==> src/rtl/sdpg_pkg.sv <==
// Package: constants, codes and control structs of the step/direction pulse generator
package sdpg_pkg;

   localparam int TICK_HZ = 1000000;

   localparam int MODE_W  = 3;
   localparam int AMT_W   = 32;
   localparam int STEPS_W = 31;
   localparam int SPEED_W = 19;
   localparam int RUN_W   = 2;
   localparam int HP_W    = 20;

   // restoring divider: one quotient bit per cycle over the bits of TICK_HZ
   localparam int DIV_W = $clog2(TICK_HZ + 1);
   localparam int CNT_W = $clog2(DIV_W + 1);
   localparam int DVS_W = AMT_W + 1;

   localparam int HP_MAX_INT = (1 << HP_W) - 1;
   localparam logic [HP_W-1:0] HP_MAX = HP_W'(HP_MAX_INT);
   localparam logic [STEPS_W-1:0] STEPS_MAX = '1;

   localparam int POLL_RAW = TICK_HZ / 1000;
   localparam logic [HP_W-1:0] POLL_HP =
      HP_W'((POLL_RAW < 1) ? 1 : ((POLL_RAW > HP_MAX_INT) ? HP_MAX_INT : POLL_RAW));

   localparam int POS_RST_RAW = TICK_HZ / 200;
   localparam logic [HP_W-1:0] POS_HP_RST =
      HP_W'((POS_RST_RAW < 1) ? 1 :
            ((POS_RST_RAW > HP_MAX_INT) ? HP_MAX_INT : POS_RST_RAW));

   localparam logic [MODE_W-1:0] MODE_TICK = 3'd0;
   localparam logic [MODE_W-1:0] MODE_POS  = 3'd1;
   localparam logic [MODE_W-1:0] MODE_VEL  = 3'd2;
   localparam logic [MODE_W-1:0] MODE_ON   = 3'd3;
   localparam logic [MODE_W-1:0] MODE_OFF  = 3'd4;

   localparam logic [RUN_W-1:0] RUN_OFF = 2'd0;
   localparam logic [RUN_W-1:0] RUN_POS = 2'd1;
   localparam logic [RUN_W-1:0] RUN_VEL = 2'd2;

   typedef struct packed {
      logic apply;       // apply the request transaction in this cycle
      logic vel_start;   // start velocity half-period division
      logic vel_finish;  // store velocity half period
      logic pos_start;   // start positioning half-period division
      logic pos_finish;  // store positioning half period
      logic load_rsp;    // capture response payload
   } sdpg_cmd_type;

   typedef struct packed {
      logic vel_div;     // pending request is a nonzero velocity move
      logic div_done;    // divider result available
   } sdpg_stat_type;

endpackage

==> src/rtl/sdpg_channels.sv <==
// Interfaces: request and response channels of the step/direction pulse generator
interface sdpg_req_if import sdpg_pkg::*; ();
   logic                     valid;
   logic                     ready;
   logic [MODE_W-1:0]        mode;
   logic signed [AMT_W-1:0]  amount;

   modport source (output valid, mode, amount, input ready);
   modport sink   (input valid, mode, amount, output ready);
endinterface

interface sdpg_rsp_if import sdpg_pkg::*; ();
   logic               valid;
   logic               ready;
   logic               step_out;
   logic               dir_out;
   logic               enable_out;
   logic               sleep_out;
   logic [RUN_W-1:0]   active_mode;
   logic [STEPS_W-1:0] steps_left_out;

   modport source (output valid, step_out, dir_out, enable_out, sleep_out, active_mode,
                   steps_left_out, input ready);
   modport sink   (input valid, step_out, dir_out, enable_out, sleep_out, active_mode,
                   steps_left_out, output ready);
endinterface

==> src/rtl/sdpg_div.sv <==
// Restoring divider: TICK_HZ / divisor, clamped to a half period in ticks
module sdpg_div import sdpg_pkg::*; (
   input  logic             clock,
   input  logic             reset,
   input  logic             start,
   input  logic [DVS_W-1:0] divisor,
   output logic             done,
   output logic [HP_W-1:0]  quotient
);

   logic             run_ff,  run_in;
   logic             done_ff, done_in;
   logic [CNT_W-1:0] cnt_ff,  cnt_in;
   logic [DIV_W-1:0] q_ff,    q_in;
   logic [DVS_W-1:0] r_ff,    r_in;
   logic [DVS_W-1:0] d_ff,    d_in;
   logic [DVS_W-1:0] shifted;
   logic [DVS_W-1:0] q_ext;

   always_comb begin
      run_in  = run_ff;
      done_in = 1'b0;
      cnt_in  = cnt_ff;
      q_in    = q_ff;
      r_in    = r_ff;
      d_in    = d_ff;
      shifted = {r_ff[DVS_W-2:0], q_ff[DIV_W-1]};
      if (start) begin
         run_in = 1'b1;
         cnt_in = CNT_W'(DIV_W);
         q_in   = DIV_W'(TICK_HZ);
         r_in   = '0;
         d_in   = divisor;
      end else if (run_ff) begin
         if (shifted >= d_ff) begin
            r_in = shifted - d_ff;
            q_in = {q_ff[DIV_W-2:0], 1'b1};
         end else begin
            r_in = shifted;
            q_in = {q_ff[DIV_W-2:0], 1'b0};
         end
         cnt_in = cnt_ff - 1'b1;
         if (cnt_ff == CNT_W'(1)) begin
            run_in  = 1'b0;
            done_in = 1'b1;
         end
      end
   end

   always_ff @(posedge clock) begin
      if (reset) begin
         run_ff  <= 1'b0;
         done_ff <= 1'b0;
         cnt_ff  <= '0;
      end else begin
         run_ff  <= run_in;
         done_ff <= done_in;
         cnt_ff  <= cnt_in;
      end
   end

   always_ff @(posedge clock) begin
      q_ff <= q_in;
      r_ff <= r_in;
      d_ff <= d_in;
   end

   // half period is at least one tick and saturates at the counter range
   always_comb begin
      q_ext = DVS_W'(q_ff);
      if (q_ext == '0) begin
         quotient = HP_W'(1);
      end else if (q_ext > DVS_W'(HP_MAX)) begin
         quotient = HP_MAX;
      end else begin
         quotient = q_ext[HP_W-1:0];
      end
   end

   assign done = done_ff;

endmodule

==> src/rtl/sdpg_datapath.sv <==
// Datapath: pin state, step counter, wait counter, half periods and response register
module sdpg_datapath import sdpg_pkg::*; (
   input  logic                    clock,
   input  logic                    reset,
   input  logic [MODE_W-1:0]       req_mode,
   input  logic signed [AMT_W-1:0] req_amount,
   input  logic [SPEED_W-1:0]      csr_wdata,
   input  sdpg_cmd_type            cmd,
   output sdpg_stat_type           stat,
   output logic                    rsp_step_out,
   output logic                    rsp_dir_out,
   output logic                    rsp_enable_out,
   output logic                    rsp_sleep_out,
   output logic [RUN_W-1:0]        rsp_active_mode,
   output logic [STEPS_W-1:0]      rsp_steps_left_out
);

   logic [RUN_W-1:0]   run_mode_ff,  run_mode_in;
   logic [STEPS_W-1:0] steps_ff,     steps_in;
   logic [HP_W-1:0]    vel_hp_ff,    vel_hp_in;
   logic [HP_W-1:0]    pos_hp_ff,    pos_hp_in;
   logic [HP_W-1:0]    wait_ff,      wait_in;
   logic               rising_ff,    rising_in;
   logic               step_ff,      step_in;
   logic               dir_ff,       dir_in;
   logic               enable_ff,    enable_in;
   logic               sleep_ff,     sleep_in;

   logic               rsp_step_ff, rsp_dir_ff, rsp_enable_ff, rsp_sleep_ff;
   logic [RUN_W-1:0]   rsp_mode_ff;
   logic [STEPS_W-1:0] rsp_steps_ff;

   logic [AMT_W-1:0]   raw;
   logic               neg;
   logic [AMT_W-1:0]   mag_full;
   logic [STEPS_W-1:0] mag;
   logic [STEPS_W-1:0] svc_steps;
   logic [HP_W-1:0]    svc_wait;
   logic [SPEED_W-1:0] speed;
   logic [DVS_W-1:0]   divisor;
   logic               div_done;
   logic [HP_W-1:0]    div_q;

   // magnitude of the amount, most negative value saturates
   always_comb begin
      raw      = req_amount;
      neg      = raw[AMT_W-1];
      mag_full = neg ? (~raw + 1'b1) : raw;
      mag      = mag_full[AMT_W-1] ? STEPS_MAX : mag_full[STEPS_W-1:0];
   end

   assign stat.vel_div  = (req_mode == MODE_VEL) && (mag != '0);
   assign stat.div_done = div_done;

   always_comb begin
      speed   = (csr_wdata == '0) ? SPEED_W'(1) : csr_wdata;
      divisor = cmd.pos_start ? DVS_W'({speed, 1'b0}) : DVS_W'({mag, 1'b0});
   end

   sdpg_div u_div (
      .clock    (clock),
      .reset    (reset),
      .start    (cmd.vel_start | cmd.pos_start),
      .divisor  (divisor),
      .done     (div_done),
      .quotient (div_q)
   );

   always_comb begin
      run_mode_in = run_mode_ff;
      steps_in    = steps_ff;
      vel_hp_in   = vel_hp_ff;
      pos_hp_in   = pos_hp_ff;
      wait_in     = wait_ff;
      rising_in   = rising_ff;
      step_in     = step_ff;
      dir_in      = dir_ff;
      enable_in   = enable_ff;
      sleep_in    = sleep_ff;
      svc_steps   = steps_ff;
      svc_wait    = POLL_HP;

      if (cmd.apply) begin
         case (req_mode)
            MODE_TICK: begin
               if (wait_ff > HP_W'(1)) begin
                  wait_in = wait_ff - 1'b1;
               end else begin
                  case (run_mode_ff)
                     RUN_POS: begin
                        step_in = rising_ff;
                        // count a step on its falling edge
                        if (!rising_ff && steps_ff != '0) begin
                           svc_steps = steps_ff - 1'b1;
                        end
                        steps_in  = svc_steps;
                        rising_in = ~rising_ff;
                        if (svc_steps == '0) begin
                           run_mode_in = RUN_OFF;
                        end
                        svc_wait = pos_hp_ff;
                     end
                     RUN_VEL: begin
                        step_in   = rising_ff;
                        rising_in = ~rising_ff;
                        svc_wait  = vel_hp_ff;
                     end
                     default: begin
                        svc_wait = POLL_HP;
                     end
                  endcase
                  wait_in = (svc_wait == '0) ? HP_W'(1) : svc_wait;
               end
            end
            MODE_POS: begin
               dir_in      = ~neg;
               steps_in    = mag;
               run_mode_in = (mag != '0) ? RUN_POS : RUN_OFF;
            end
            MODE_VEL: begin
               // zero speed only; nonzero speed goes through the divider
               dir_in      = ~neg;
               steps_in    = '0;
               vel_hp_in   = '0;
               run_mode_in = RUN_OFF;
            end
            MODE_ON: begin
               sleep_in  = 1'b0;
               enable_in = 1'b1;
            end
            MODE_OFF: begin
               sleep_in    = 1'b1;
               enable_in   = 1'b0;
               run_mode_in = RUN_OFF;
               steps_in    = '0;
               vel_hp_in   = '0;
            end
            default: begin
            end
         endcase
      end

      if (cmd.vel_start) begin
         dir_in      = ~neg;
         steps_in    = '0;
         run_mode_in = RUN_VEL;
      end
      if (cmd.vel_finish) begin
         vel_hp_in = div_q;
      end
      if (cmd.pos_finish) begin
         pos_hp_in = div_q;
      end
   end

   always_ff @(posedge clock) begin
      if (reset) begin
         run_mode_ff <= RUN_OFF;
         steps_ff    <= '0;
         vel_hp_ff   <= '0;
         pos_hp_ff   <= POS_HP_RST;
         wait_ff     <= HP_W'(1);
         rising_ff   <= 1'b1;
         step_ff     <= 1'b0;
         dir_ff      <= 1'b1;
         enable_ff   <= 1'b0;
         sleep_ff    <= 1'b1;
      end else begin
         run_mode_ff <= run_mode_in;
         steps_ff    <= steps_in;
         vel_hp_ff   <= vel_hp_in;
         pos_hp_ff   <= pos_hp_in;
         wait_ff     <= wait_in;
         rising_ff   <= rising_in;
         step_ff     <= step_in;
         dir_ff      <= dir_in;
         enable_ff   <= enable_in;
         sleep_ff    <= sleep_in;
      end
   end

   // response register holds the state after the transaction
   always_ff @(posedge clock) begin
      if (cmd.load_rsp) begin
         rsp_step_ff   <= step_in;
         rsp_dir_ff    <= dir_in;
         rsp_enable_ff <= enable_in;
         rsp_sleep_ff  <= sleep_in;
         rsp_mode_ff   <= run_mode_in;
         rsp_steps_ff  <= steps_in;
      end
   end

   assign rsp_step_out       = rsp_step_ff;
   assign rsp_dir_out        = rsp_dir_ff;
   assign rsp_enable_out     = rsp_enable_ff;
   assign rsp_sleep_out      = rsp_sleep_ff;
   assign rsp_active_mode    = rsp_mode_ff;
   assign rsp_steps_left_out = rsp_steps_ff;

endmodule

==> src/rtl/sdpg_ctrl.sv <==
// Controller: handshakes, divider sequencing and response valid
module sdpg_ctrl import sdpg_pkg::*; (
   input  logic          clock,
   input  logic          reset,
   input  logic          req_valid,
   output logic          req_ready,
   output logic          rsp_valid,
   input  logic          rsp_ready,
   input  logic          csr_we,
   input  sdpg_stat_type stat,
   output sdpg_cmd_type  cmd
);

   typedef enum logic [2:0] {
      ST_IDLE    = 3'b001,
      ST_VEL_DIV = 3'b010,
      ST_POS_DIV = 3'b100
   } ctrl_state_type;

   ctrl_state_type state_ff, state_in;
   logic           rsp_valid_ff, rsp_valid_in;
   logic           out_free;
   logic           accept;

   always_comb begin
      out_free  = !rsp_valid_ff || rsp_ready;
      req_ready = (state_ff == ST_IDLE) && !csr_we && out_free;
      accept    = req_valid && req_ready;
   end

   always_comb begin
      state_in = state_ff;
      cmd      = '0;
      case (state_ff)
         ST_IDLE: begin
            if (csr_we) begin
               cmd.pos_start = 1'b1;
               state_in      = ST_POS_DIV;
            end else if (accept) begin
               if (stat.vel_div) begin
                  cmd.vel_start = 1'b1;
                  state_in      = ST_VEL_DIV;
               end else begin
                  cmd.apply    = 1'b1;
                  cmd.load_rsp = 1'b1;
               end
            end
         end
         ST_VEL_DIV: begin
            if (stat.div_done) begin
               cmd.vel_finish = 1'b1;
               cmd.load_rsp   = 1'b1;
               state_in       = ST_IDLE;
            end
         end
         ST_POS_DIV: begin
            if (stat.div_done) begin
               cmd.pos_finish = 1'b1;
               state_in       = ST_IDLE;
            end
         end
         default: begin
            state_in = ST_IDLE;
         end
      endcase
   end

   always_comb begin
      rsp_valid_in = rsp_valid_ff;
      if (cmd.load_rsp) begin
         rsp_valid_in = 1'b1;
      end else if (rsp_ready) begin
         rsp_valid_in = 1'b0;
      end
   end

   always_ff @(posedge clock) begin
      if (reset) begin
         state_ff     <= ST_IDLE;
         rsp_valid_ff <= 1'b0;
      end else begin
         state_ff     <= state_in;
         rsp_valid_ff <= rsp_valid_in;
      end
   end

   assign rsp_valid = rsp_valid_ff;

endmodule

==> src/rtl/step_dir_pulse_generator.sv <==
// Top level: step/direction pulse generator for a stepper driver
//
//   channel   direction  handshake       payload
//   req_chan  in         valid/ready     mode, amount
//   rsp_chan  out        valid/ready     step_out, dir_out, enable_out, sleep_out,
//                                        active_mode, steps_left_out
//   csr       in         csr_we          csr_wdata = step rate for position moves
//
// Ticks, position moves, zero-speed velocity moves and power commands answer in the cycle
// after acceptance. A nonzero velocity move and a csr write run the restoring divider,
// one quotient bit per cycle over the DIV_W bits of TICK_HZ. A velocity move answers once
// the divider is done, a csr write gives no response, and the next transaction is accepted
// only after the controller has returned to idle. A new transaction enters only while
// the response register is empty or being read, and never in a cycle with csr_we high.
// Reset is synchronous; the pin state resets to step 0, dir 1, enable 0, sleep 1 (response register is not reset).
module step_dir_pulse_generator import sdpg_pkg::*; (
   input  logic               clock,
   input  logic               reset,
   sdpg_req_if.sink           req_chan,
   sdpg_rsp_if.source         rsp_chan,
   input  logic               csr_we,
   input  logic [SPEED_W-1:0] csr_wdata
);

   sdpg_cmd_type  cmd;
   sdpg_stat_type stat;

   sdpg_ctrl u_ctrl (
      .clock     (clock),
      .reset     (reset),
      .req_valid (req_chan.valid),
      .req_ready (req_chan.ready),
      .rsp_valid (rsp_chan.valid),
      .rsp_ready (rsp_chan.ready),
      .csr_we    (csr_we),
      .stat      (stat),
      .cmd       (cmd)
   );

   sdpg_datapath u_datapath (
      .clock              (clock),
      .reset              (reset),
      .req_mode           (req_chan.mode),
      .req_amount         (req_chan.amount),
      .csr_wdata          (csr_wdata),
      .cmd                (cmd),
      .stat               (stat),
      .rsp_step_out       (rsp_chan.step_out),
      .rsp_dir_out        (rsp_chan.dir_out),
      .rsp_enable_out     (rsp_chan.enable_out),
      .rsp_sleep_out      (rsp_chan.sleep_out),
      .rsp_active_mode    (rsp_chan.active_mode),
      .rsp_steps_left_out (rsp_chan.steps_left_out)
   );

endmodule

==> src/flat_wrapper.sv <==
// flat-port wrapper written by rule: the top's interface ports become plain ports
module step_dir_pulse_generator_flat import sdpg_pkg::*;
  (clock, reset, csr_we, csr_wdata, req_chan_valid, req_chan_mode, req_chan_amount, req_chan_ready, rsp_chan_valid, rsp_chan_step_out, rsp_chan_dir_out, rsp_chan_enable_out, rsp_chan_sleep_out, rsp_chan_active_mode, rsp_chan_steps_left_out, rsp_chan_ready);
  sdpg_req_if req_chan_i ();
  sdpg_rsp_if rsp_chan_i ();
  input  logic clock;
  input  logic reset;
  input  logic csr_we;
  input  logic [SPEED_W-1:0] csr_wdata;
  input wire logic [$bits(req_chan_i.valid)-1:0] req_chan_valid;
  input wire logic [$bits(req_chan_i.mode)-1:0] req_chan_mode;
  input wire logic [$bits(req_chan_i.amount)-1:0] req_chan_amount;
  output wire logic [$bits(req_chan_i.ready)-1:0] req_chan_ready;
  output wire logic [$bits(rsp_chan_i.valid)-1:0] rsp_chan_valid;
  output wire logic [$bits(rsp_chan_i.step_out)-1:0] rsp_chan_step_out;
  output wire logic [$bits(rsp_chan_i.dir_out)-1:0] rsp_chan_dir_out;
  output wire logic [$bits(rsp_chan_i.enable_out)-1:0] rsp_chan_enable_out;
  output wire logic [$bits(rsp_chan_i.sleep_out)-1:0] rsp_chan_sleep_out;
  output wire logic [$bits(rsp_chan_i.active_mode)-1:0] rsp_chan_active_mode;
  output wire logic [$bits(rsp_chan_i.steps_left_out)-1:0] rsp_chan_steps_left_out;
  input wire logic [$bits(rsp_chan_i.ready)-1:0] rsp_chan_ready;
  assign req_chan_i.valid = req_chan_valid;
  assign req_chan_i.mode = req_chan_mode;
  assign req_chan_i.amount = req_chan_amount;
  assign req_chan_ready = req_chan_i.ready;
  assign rsp_chan_valid = rsp_chan_i.valid;
  assign rsp_chan_step_out = rsp_chan_i.step_out;
  assign rsp_chan_dir_out = rsp_chan_i.dir_out;
  assign rsp_chan_enable_out = rsp_chan_i.enable_out;
  assign rsp_chan_sleep_out = rsp_chan_i.sleep_out;
  assign rsp_chan_active_mode = rsp_chan_i.active_mode;
  assign rsp_chan_steps_left_out = rsp_chan_i.steps_left_out;
  assign rsp_chan_i.ready = rsp_chan_ready;
  step_dir_pulse_generator u_core (.clock(clock), .reset(reset), .req_chan(req_chan_i), .rsp_chan(rsp_chan_i), .csr_we(csr_we), .csr_wdata(csr_wdata));
endmodule
==> config.mk <==
export PLATFORM = sky130hd
export DESIGN_NAME = step_dir_pulse_generator_flat
export DESIGN_NICKNAME = d
export VERILOG_FILES = /design/src/rtl/sdpg_pkg.sv /design/src/rtl/sdpg_channels.sv /design/src/rtl/sdpg_div.sv /design/src/rtl/sdpg_datapath.sv /design/src/rtl/sdpg_ctrl.sv /design/src/rtl/step_dir_pulse_generator.sv /design/src/flat_wrapper.sv
export SDC_FILE = /design/constraint.sdc
export NUM_CORES = 1
export LEC_CHECK = 0
export BUFFER_PORTS_ARGS = -buffer_cell sky130_fd_sc_hd__clkbuf_2
export CORE_MARGIN = 2
export CORE_UTILIZATION = 42
export CTS_BUF_LIST = sky130_fd_sc_hd__clkbuf_4
export CTS_CLUSTER_DIAMETER = 150
export DETAILED_ROUTE_END_ITERATION = 10
export PLACE_DENSITY_LB_ADDON = 0.25
export SLEW_MARGIN = 40
export SYNTH_ARGS = -nofsm -noshare
export SYNTH_HDL_FRONTEND = slang
export SYNTH_SLANG_ARGS = --single-unit
==> constraint.sdc <==
create_clock -name clock -period 5.2 [get_ports clock]
set_input_delay 0.26 -clock clock [delete_from_list [all_inputs] [get_ports clock]]
set_output_delay 0.26 -clock clock [all_outputs]
set_load 0.1 [all_outputs]
==> results.yml, run 1 <==
layout:
  area_growth_pct: 13.9
  drive_gt1_share_pct: 14.6
  fin_cells: 2257
  stdcell_area_um2: 15600
  layout_commonest_cell: "nor2_1"
  fillers: 3274
  fin_nets: 1864
  final_cell_mix: "nor2_1, dfxtp_1, nand2_1, o21ai_0, clkbuf_2"
yosys:
  synth_warnings: 0
  synth_edf_count: 68
  yosysUniqueCellTypes: 86
  syn_avg_cell_area_um2: 8.30
  async_flop_share_pct: 0
  synth_ff_type: "dfxtp_1"
  synth_nets: 1754
  syn-cell-area_um2: 13700
  syn_inst: 1654
  synth_seq_area_share_pct: 38.4
  synth_seq_cells: 229
routing:
  viasPerCell: 5.92
  num_vias: 13400
  wl_per_cell_um: 18.8
  dr.first_iter.drc_count: 1111
  drcViolationCount: 0
  wirelength_mm: 42.5
  ant_nets: 0
  drt-pass1-iter-count: 5
place:
  portBuffers: 97
  hpwl_mm: 30.0
  postPlaceCellArea_um2: 14600
  gp_routability_congestion: 0.988
  dp.cells: 2122
worst_setup_path:
  worstPathRequired_ps: 5810
  crit_slowest_cell: "or4_1"
  cp_max_fo: 7
  worstSetupEndpointType: "flop"
  cp_cell_sequence: "or4_1 > or4_4 > nor4_2 > buf_4 > nand2_1 > or4_1 > or3_1 > or2_1 > o22ai_1 > a22oi_1 > nor2_1"
  start_kind: "flop"
  path_class: "reg2reg"
  cp_common_cell: "or4_1"
  crit_path_max_incr_delay_ps: 680
  worstPathArrival_ps: 4740
power_and_ir_drop:
  power_density_nw_per_um2: 350
  clockPowerShare_pct: 29.4
  ir_drop_mv: 0.185
  swShare_pct: 36.6
  combPwrFrac_pct: 31.3
  switching_power_uw: 2000
  sequentialPowerShare_pct: 39.3
  power_leakage_uw: 0.00591
  p_int_uw: 3470
clock_tree:
  cts-resized-gates: 0
  root_buffer: "clkbuf_4"
  cts_buffer_depth: 3
  clock_latency_ps: 770
  cts.reportedPaths.clkPinSlew_ps: 70
  clock-sinks: 229
  cts_tree: "done"
  htreeDepth: 2
  cts_buffers: 61
grt:
  antenna_found_initial: 3
  grt_max_degree: 47
  grt_overflow_total: 0
  gr-usage-all-layers_pct: 24.8
  grt_pass1_vias: 12700
  grt_first_pass_wirelength_mm: 67.7
floorplan:
  die_w_um: 185
  fp.coreArea_um2: 32400
  rows: 66
  dieArea_um2: 34100
  start_util_pct: 42.4
  io_pins: 98
  die_y_um: 185
timing:
  final_max_slew_viol_count: 0
  tns_ps: 0
  post-route-min-period_ps: 4130
  fmax_mhz: 242
  slew_headroom_pct: 46.0
  worst_pin_slew_ps: 801
  period_share_pct: 79.4
  setup_viol: 0
  rsz0062_at_grt: "no"
  final-hold-violation-count: 0
  skew_ps: 62.7
hold_path:
  hp-class: "in2reg"
run:
  max_cap_violations: 0
run_status:
  status: "finished clean"
## final timing paths
| path | from | endpoint | slack [ps] | depth (start not counted) |
|---|---|---|---|---|
| setup / recovery | u_core.u_datapath.wait_ff[12] | u_core.u_datapath.rsp_steps_left_out[25] | 1070 | 11 |
| hold reg to reg | u_core.u_datapath.wait_ff[15] | u_core.u_datapath.wait_ff[15] | 450 | 2 |
| setup reg to reg | u_core.u_datapath.wait_ff[12] | u_core.u_datapath.rsp_steps_left_out[25] | 1070 | 11 |
| hold / removal | req_chan_amount[22] | u_core.u_datapath.u_div.d_ff[23] | 60 | 3 |
## state kept, by name, summed over array words and instances, names as in the netlist, 20 cells and up
signal,flops
u_core.u_datapath.u_div.d_ff,31
u_core.u_datapath.wait_ff,20
u_core.u_datapath.u_div.q_ff,20
u_core.u_datapath.steps_ff,31
u_core.u_datapath.u_div.r_ff,32
u_core.u_datapath.rsp_steps_left_out,31
u_core.u_datapath.pos_hp_ff,20
u_core.u_datapath.vel_hp_ff,20
## layout make-up
type / count / area, um2 / area share [%]
antenna: 1 / 2.50 / 0.0160
clock inverter: 29 / 155 / 0.992
tap: 442 / 553 / 3.54
sequential: 229 / 5270 / 33.7
clock buffer: 84 / 631 / 4.03
inverter: 59 / 221 / 1.42
multi-input combinational: 1265 / 7860 / 50.3
timing repair buffer: 148 / 946 / 6.05
## per-stage QoR
| step | power [uW] | hold slack [ps] | setup slack, ps | utilization [%] |
|---|---|---|---|---|
| after floorplan | 3430 | 344 | 661 | - |
| after global placement | 3840 | 438 | 690 | 45.1 |
| after detailed placement | 3860 | 447 | 717 | 45.2 |
| after CTS | 5500 | 3.12 | 1170 | 48.3 |
| after global routing | 5810 | 44.9 | 939 | 48.3 |
| final | 5470 | 55.5 | 1070 | 48.3 |
## power by group through the flow
stage	combinational (uW)	sequential, uW	clock, uW
final	1710	2150	1610
after global routing	1890	2170	1750
after CTS	1700	2150	1660
after detailed placement	1680	2190	0
after global placement	1640	2200	0
after floorplan	1190	2240	0
## Yosys cell counts (15+ instances only)
cell type  count  area [um2]
a211oi_1      37         278
edfxtp_1      68        2040
nor2_1       196         736
inv_1         57         214
mux2i_1       45         450
nand3_1       39         195
o22ai_1       17         106
nand2b_1      21         131
a31oi_1       17         106
xnor2_1       33         289
ha_1          40         500
o21ai_0      104         521
a21o_1        18         135
a21oi_1       91         455
nand2_1      154         578
or4_1         21         158
nor4_1        34         213
a22oi_1       40         300
nor3_1        62         310
dfxtp_1      161        3220
a22o_1        26         228
o211ai_1      33         248
clkbuf_1      79         297
buf_2         15        75.1
or3_1         31         194
## critical path, delay by kind of cell (launching register included)
family / cells / cell delay, ps
AOI/OAI and AO/OA: 2 / 500
DFF: 1 / 360
buffers and inverters: 1 / 200
and+or+nand+nor: 8 / 2930
## repair_timing
item,CTS,global route
setup buffers,0,0
hold endpoints to repair,23,0
hold buffers,21,0
endpoints found under the setup margin,0,0
## kinds of logic (layout without fill, tap and decap cells)
logic type | after synthesis | count (layout) | synth area share, %
and+or+nand+nor | 652 | 652 | 23.5
other | 0 | 1 | 0
DFF | 229 | 229 | 38.4
xor gates and xnor gates | 43 | 43 | 2.74
adders and majority gates | 41 | 41 | 3.79
AOI/OAI and AO/OA | 482 | 482 | 23.5
muxes | 47 | 47 | 3.45
buffers and inverters | 160 | 320 | 4.65
## metal layers
layer	GRT usage, %	share of wire, %	wire [um]	up-vias
li1	-	-	-	6403
met4	13.0	4.7	1990	4
met5	0	0.080	34	-
met1	32.9	44	18800	6300
met2	38.6	44	18700	549
met3	4.44	7.1	3000	111
Power figures use the tool's default switching activity.
==> run 2, diff against run 1 <==
==> constraint.sdc (replaced) <==
create_clock -name clock -period 3.53 [get_ports clock]
set_input_delay 0.1765 -clock clock [delete_from_list [all_inputs] [get_ports clock]]
set_output_delay 0.1765 -clock clock [all_outputs]
set_load 0.1 [all_outputs]
==> results.yml, run 2 (synthesis results as in run 1) <==
routing:
  drt-pass1-iter-count: 5
  viasPerCell: 5.79
  wl_per_cell_um: 18.3
  dr.first_iter.drc_count: 1249
  wirelength_mm: 44.1
  drcViolationCount: 0
  num_vias: 13900
  ant_nets: 0
worst_setup_path:
  cp_max_fo: 2
  cp.depth: 10
  worstPathRequired_ps: 4040
  worstSetupEndpointType: "flop"
  cp_common_cell: "or4_4"
  worstPathArrival_ps: 4100
  path_class: "reg2reg"
  crit_start: "u_core.u_datapath.wait_ff[2]"
  start_kind: "flop"
  cp_cell_sequence: "or4_4 > or4_4 > or4_4 > or3_4 > or2_4 > or4_4 > nand2_2 > o211ai_1 > a22oi_2 > nor2_1"
  rr_worst_depth: 10
  r2r_start: "u_core.u_datapath.wait_ff[2]"
  crit_slowest_cell: "or4_4"
  crit_path_max_incr_delay_ps: 520
  path_buf_inv: 0
  cpLargestDelayFamily: "simple AND/OR/NAND/NOR gates"
run_status:
  violations: "negative setup slack"
  status: "finished with violations"
clock_tree:
  htreeDepth: 2
  cts_buffer_depth: 3
  cts_tree: "done"
  cts_buffers: 60
  cts.reportedPaths.clkPinSlew_ps: 70
  clock-sinks: 229
  root_buffer: "clkbuf_4"
  clock_latency_ps: 750
timing:
  skew_ps: 57.2
  slew_headroom_pct: 47.0
  final_max_slew_viol_count: 0
  fmax_mhz: 279
  timing.final.ws_setup_ps: -59.0
  final-hold-violation-count: 0
  rsz0062_at_grt: "yes"
  setup_viol: 1
  period_share_pct: 102
  worst_pin_slew_ps: 786
  post-route-min-period_ps: 3590
layout:
  drive_gt1_share_pct: 22.2
  postLayoutCoreUtil_pct: 52.6
  largest_reg_flops: 32
  fin_nets: 2017
  top_register: "u_core.u_datapath.u_div.r_ff"
  area_growth_pct: 24.0
  stdcell_area_um2: 17000
  final_cell_mix: "nor2_1, buf_4, dfxtp_1, nand2_1, o21ai_0"
  layout_commonest_cell: "nor2_1"
floorplan:
  fp.coreArea_um2: 32400
  die_y_um: 185
  io_pins: 98
  dieArea_um2: 34100
  start_util_pct: 42.4
  rows: 66
  die_w_um: 185
place:
  postPlaceCellArea_um2: 15900
  dp_slack_ps: -208
  hpwl_mm: 32.1
  gp_routability_congestion: 0.964
  portBuffers: 97
power_and_ir_drop:
  power_uw: 8260
  ir_drop_mv: 0.287
  power_leakage_uw: 0.00673
  power_density_nw_per_um2: 485
grt:
  grt_first_pass_wirelength_mm: 70.9
  grt_overflow_total: 0
  gr-usage-all-layers_pct: 25.9
  grt_pass1_vias: 13300
  grt_max_degree: 72
  antenna_found_initial: 1
hold_path:
  holdPathStages: 4
  hold_start: "req_chan_amount[29]"
  hp-class: "in2reg"
run:
  max_cap_violations: 0
## run 2: cell count changes in the layout (fill, tap and decap cells not counted), moves of 3 or more
cell | previous run | this run
or4_1 | 21 | 17
clkbuf_4 | 84 | 90
or4_4 | 3 | 7
buf_4 | 28 | 165
buf_12 | 2 | 12
a22oi_1 | 40 | 37
dlygate4sd3_1 | 21 | 26
a22oi_2 | 1 | 4
clkinv_1 | 24 | 12
## run 2: final timing paths
| kind | to | slack, ps |
|---|---|---|
| setup / recovery | u_core.u_datapath.rsp_steps_left_out[30] | -60 |
| hold / removal | u_core.u_datapath.u_div.d_ff[30] | 70 |
| setup reg to reg | u_core.u_datapath.rsp_steps_left_out[30] | -60 |
| hold reg to reg | u_core.u_datapath.pos_hp_ff[16] | 460 |
## run 2: power by group
| part | internal [uW] | switching [uW] |
|---|---|---|
| Clock | 1240 | 1150 |
| Sequential | 2960 | 206 |
| Combinational | 1120 | 1590 |
## run 2: tightest hold or removal path, cell delays in order
cell	delay, ps
clkbuf_2	110
a21oi_1	90
buf_4	170
nor2_1	100
## run 2: timing repair
| item | in CTS | in global routing |
|---|---|---|
| hold endpoints to repair | 39 | 0 |
| endpoints found under the setup margin | 8 | 28 |
| pin swaps | 3 | 8 |
| setup buffers | 3 | 0 |
| hold buffers | 26 | 0 |
| gates resized for setup | 5 | 19 |
## run 2: area by class of cell
class / count / area, um2
clock inverters: 17 / 106
diodes: 3 / 7.51
fillers: 3147 / 15400
multi-input cells: 1265 / 7940
repair buffers: 302 / 2250
clock buffers: 90 / 676
flip-flops and latches: 229 / 5270
inverters: 59 / 221
well taps: 442 / 553
## run 2: stage by stage
step                hold WS (ps)  TNS, ps  cells
detailed placement           449    -5420   2268
global placement             442    -3530   2268
global route                53.1     -596   2405
finish                      65.6    -59.0   2407
CTS                         17.0     -171   2404
floorplan                    260     -236   1654
## run 2: layer usage
layer / global-route usage, % / up-vias / part of all wire (%) / routed length (um)
met5: 0 / - / 0 / 0
met4: 11.2 / 0 / 4.1 / 1800
met3: 4.40 / 137 / 6.6 / 2890
met2: 41.2 / 553 / 45 / 19900
met1: 34.7 / 6556 / 44 / 19500
li1: - / 6691 / - / -
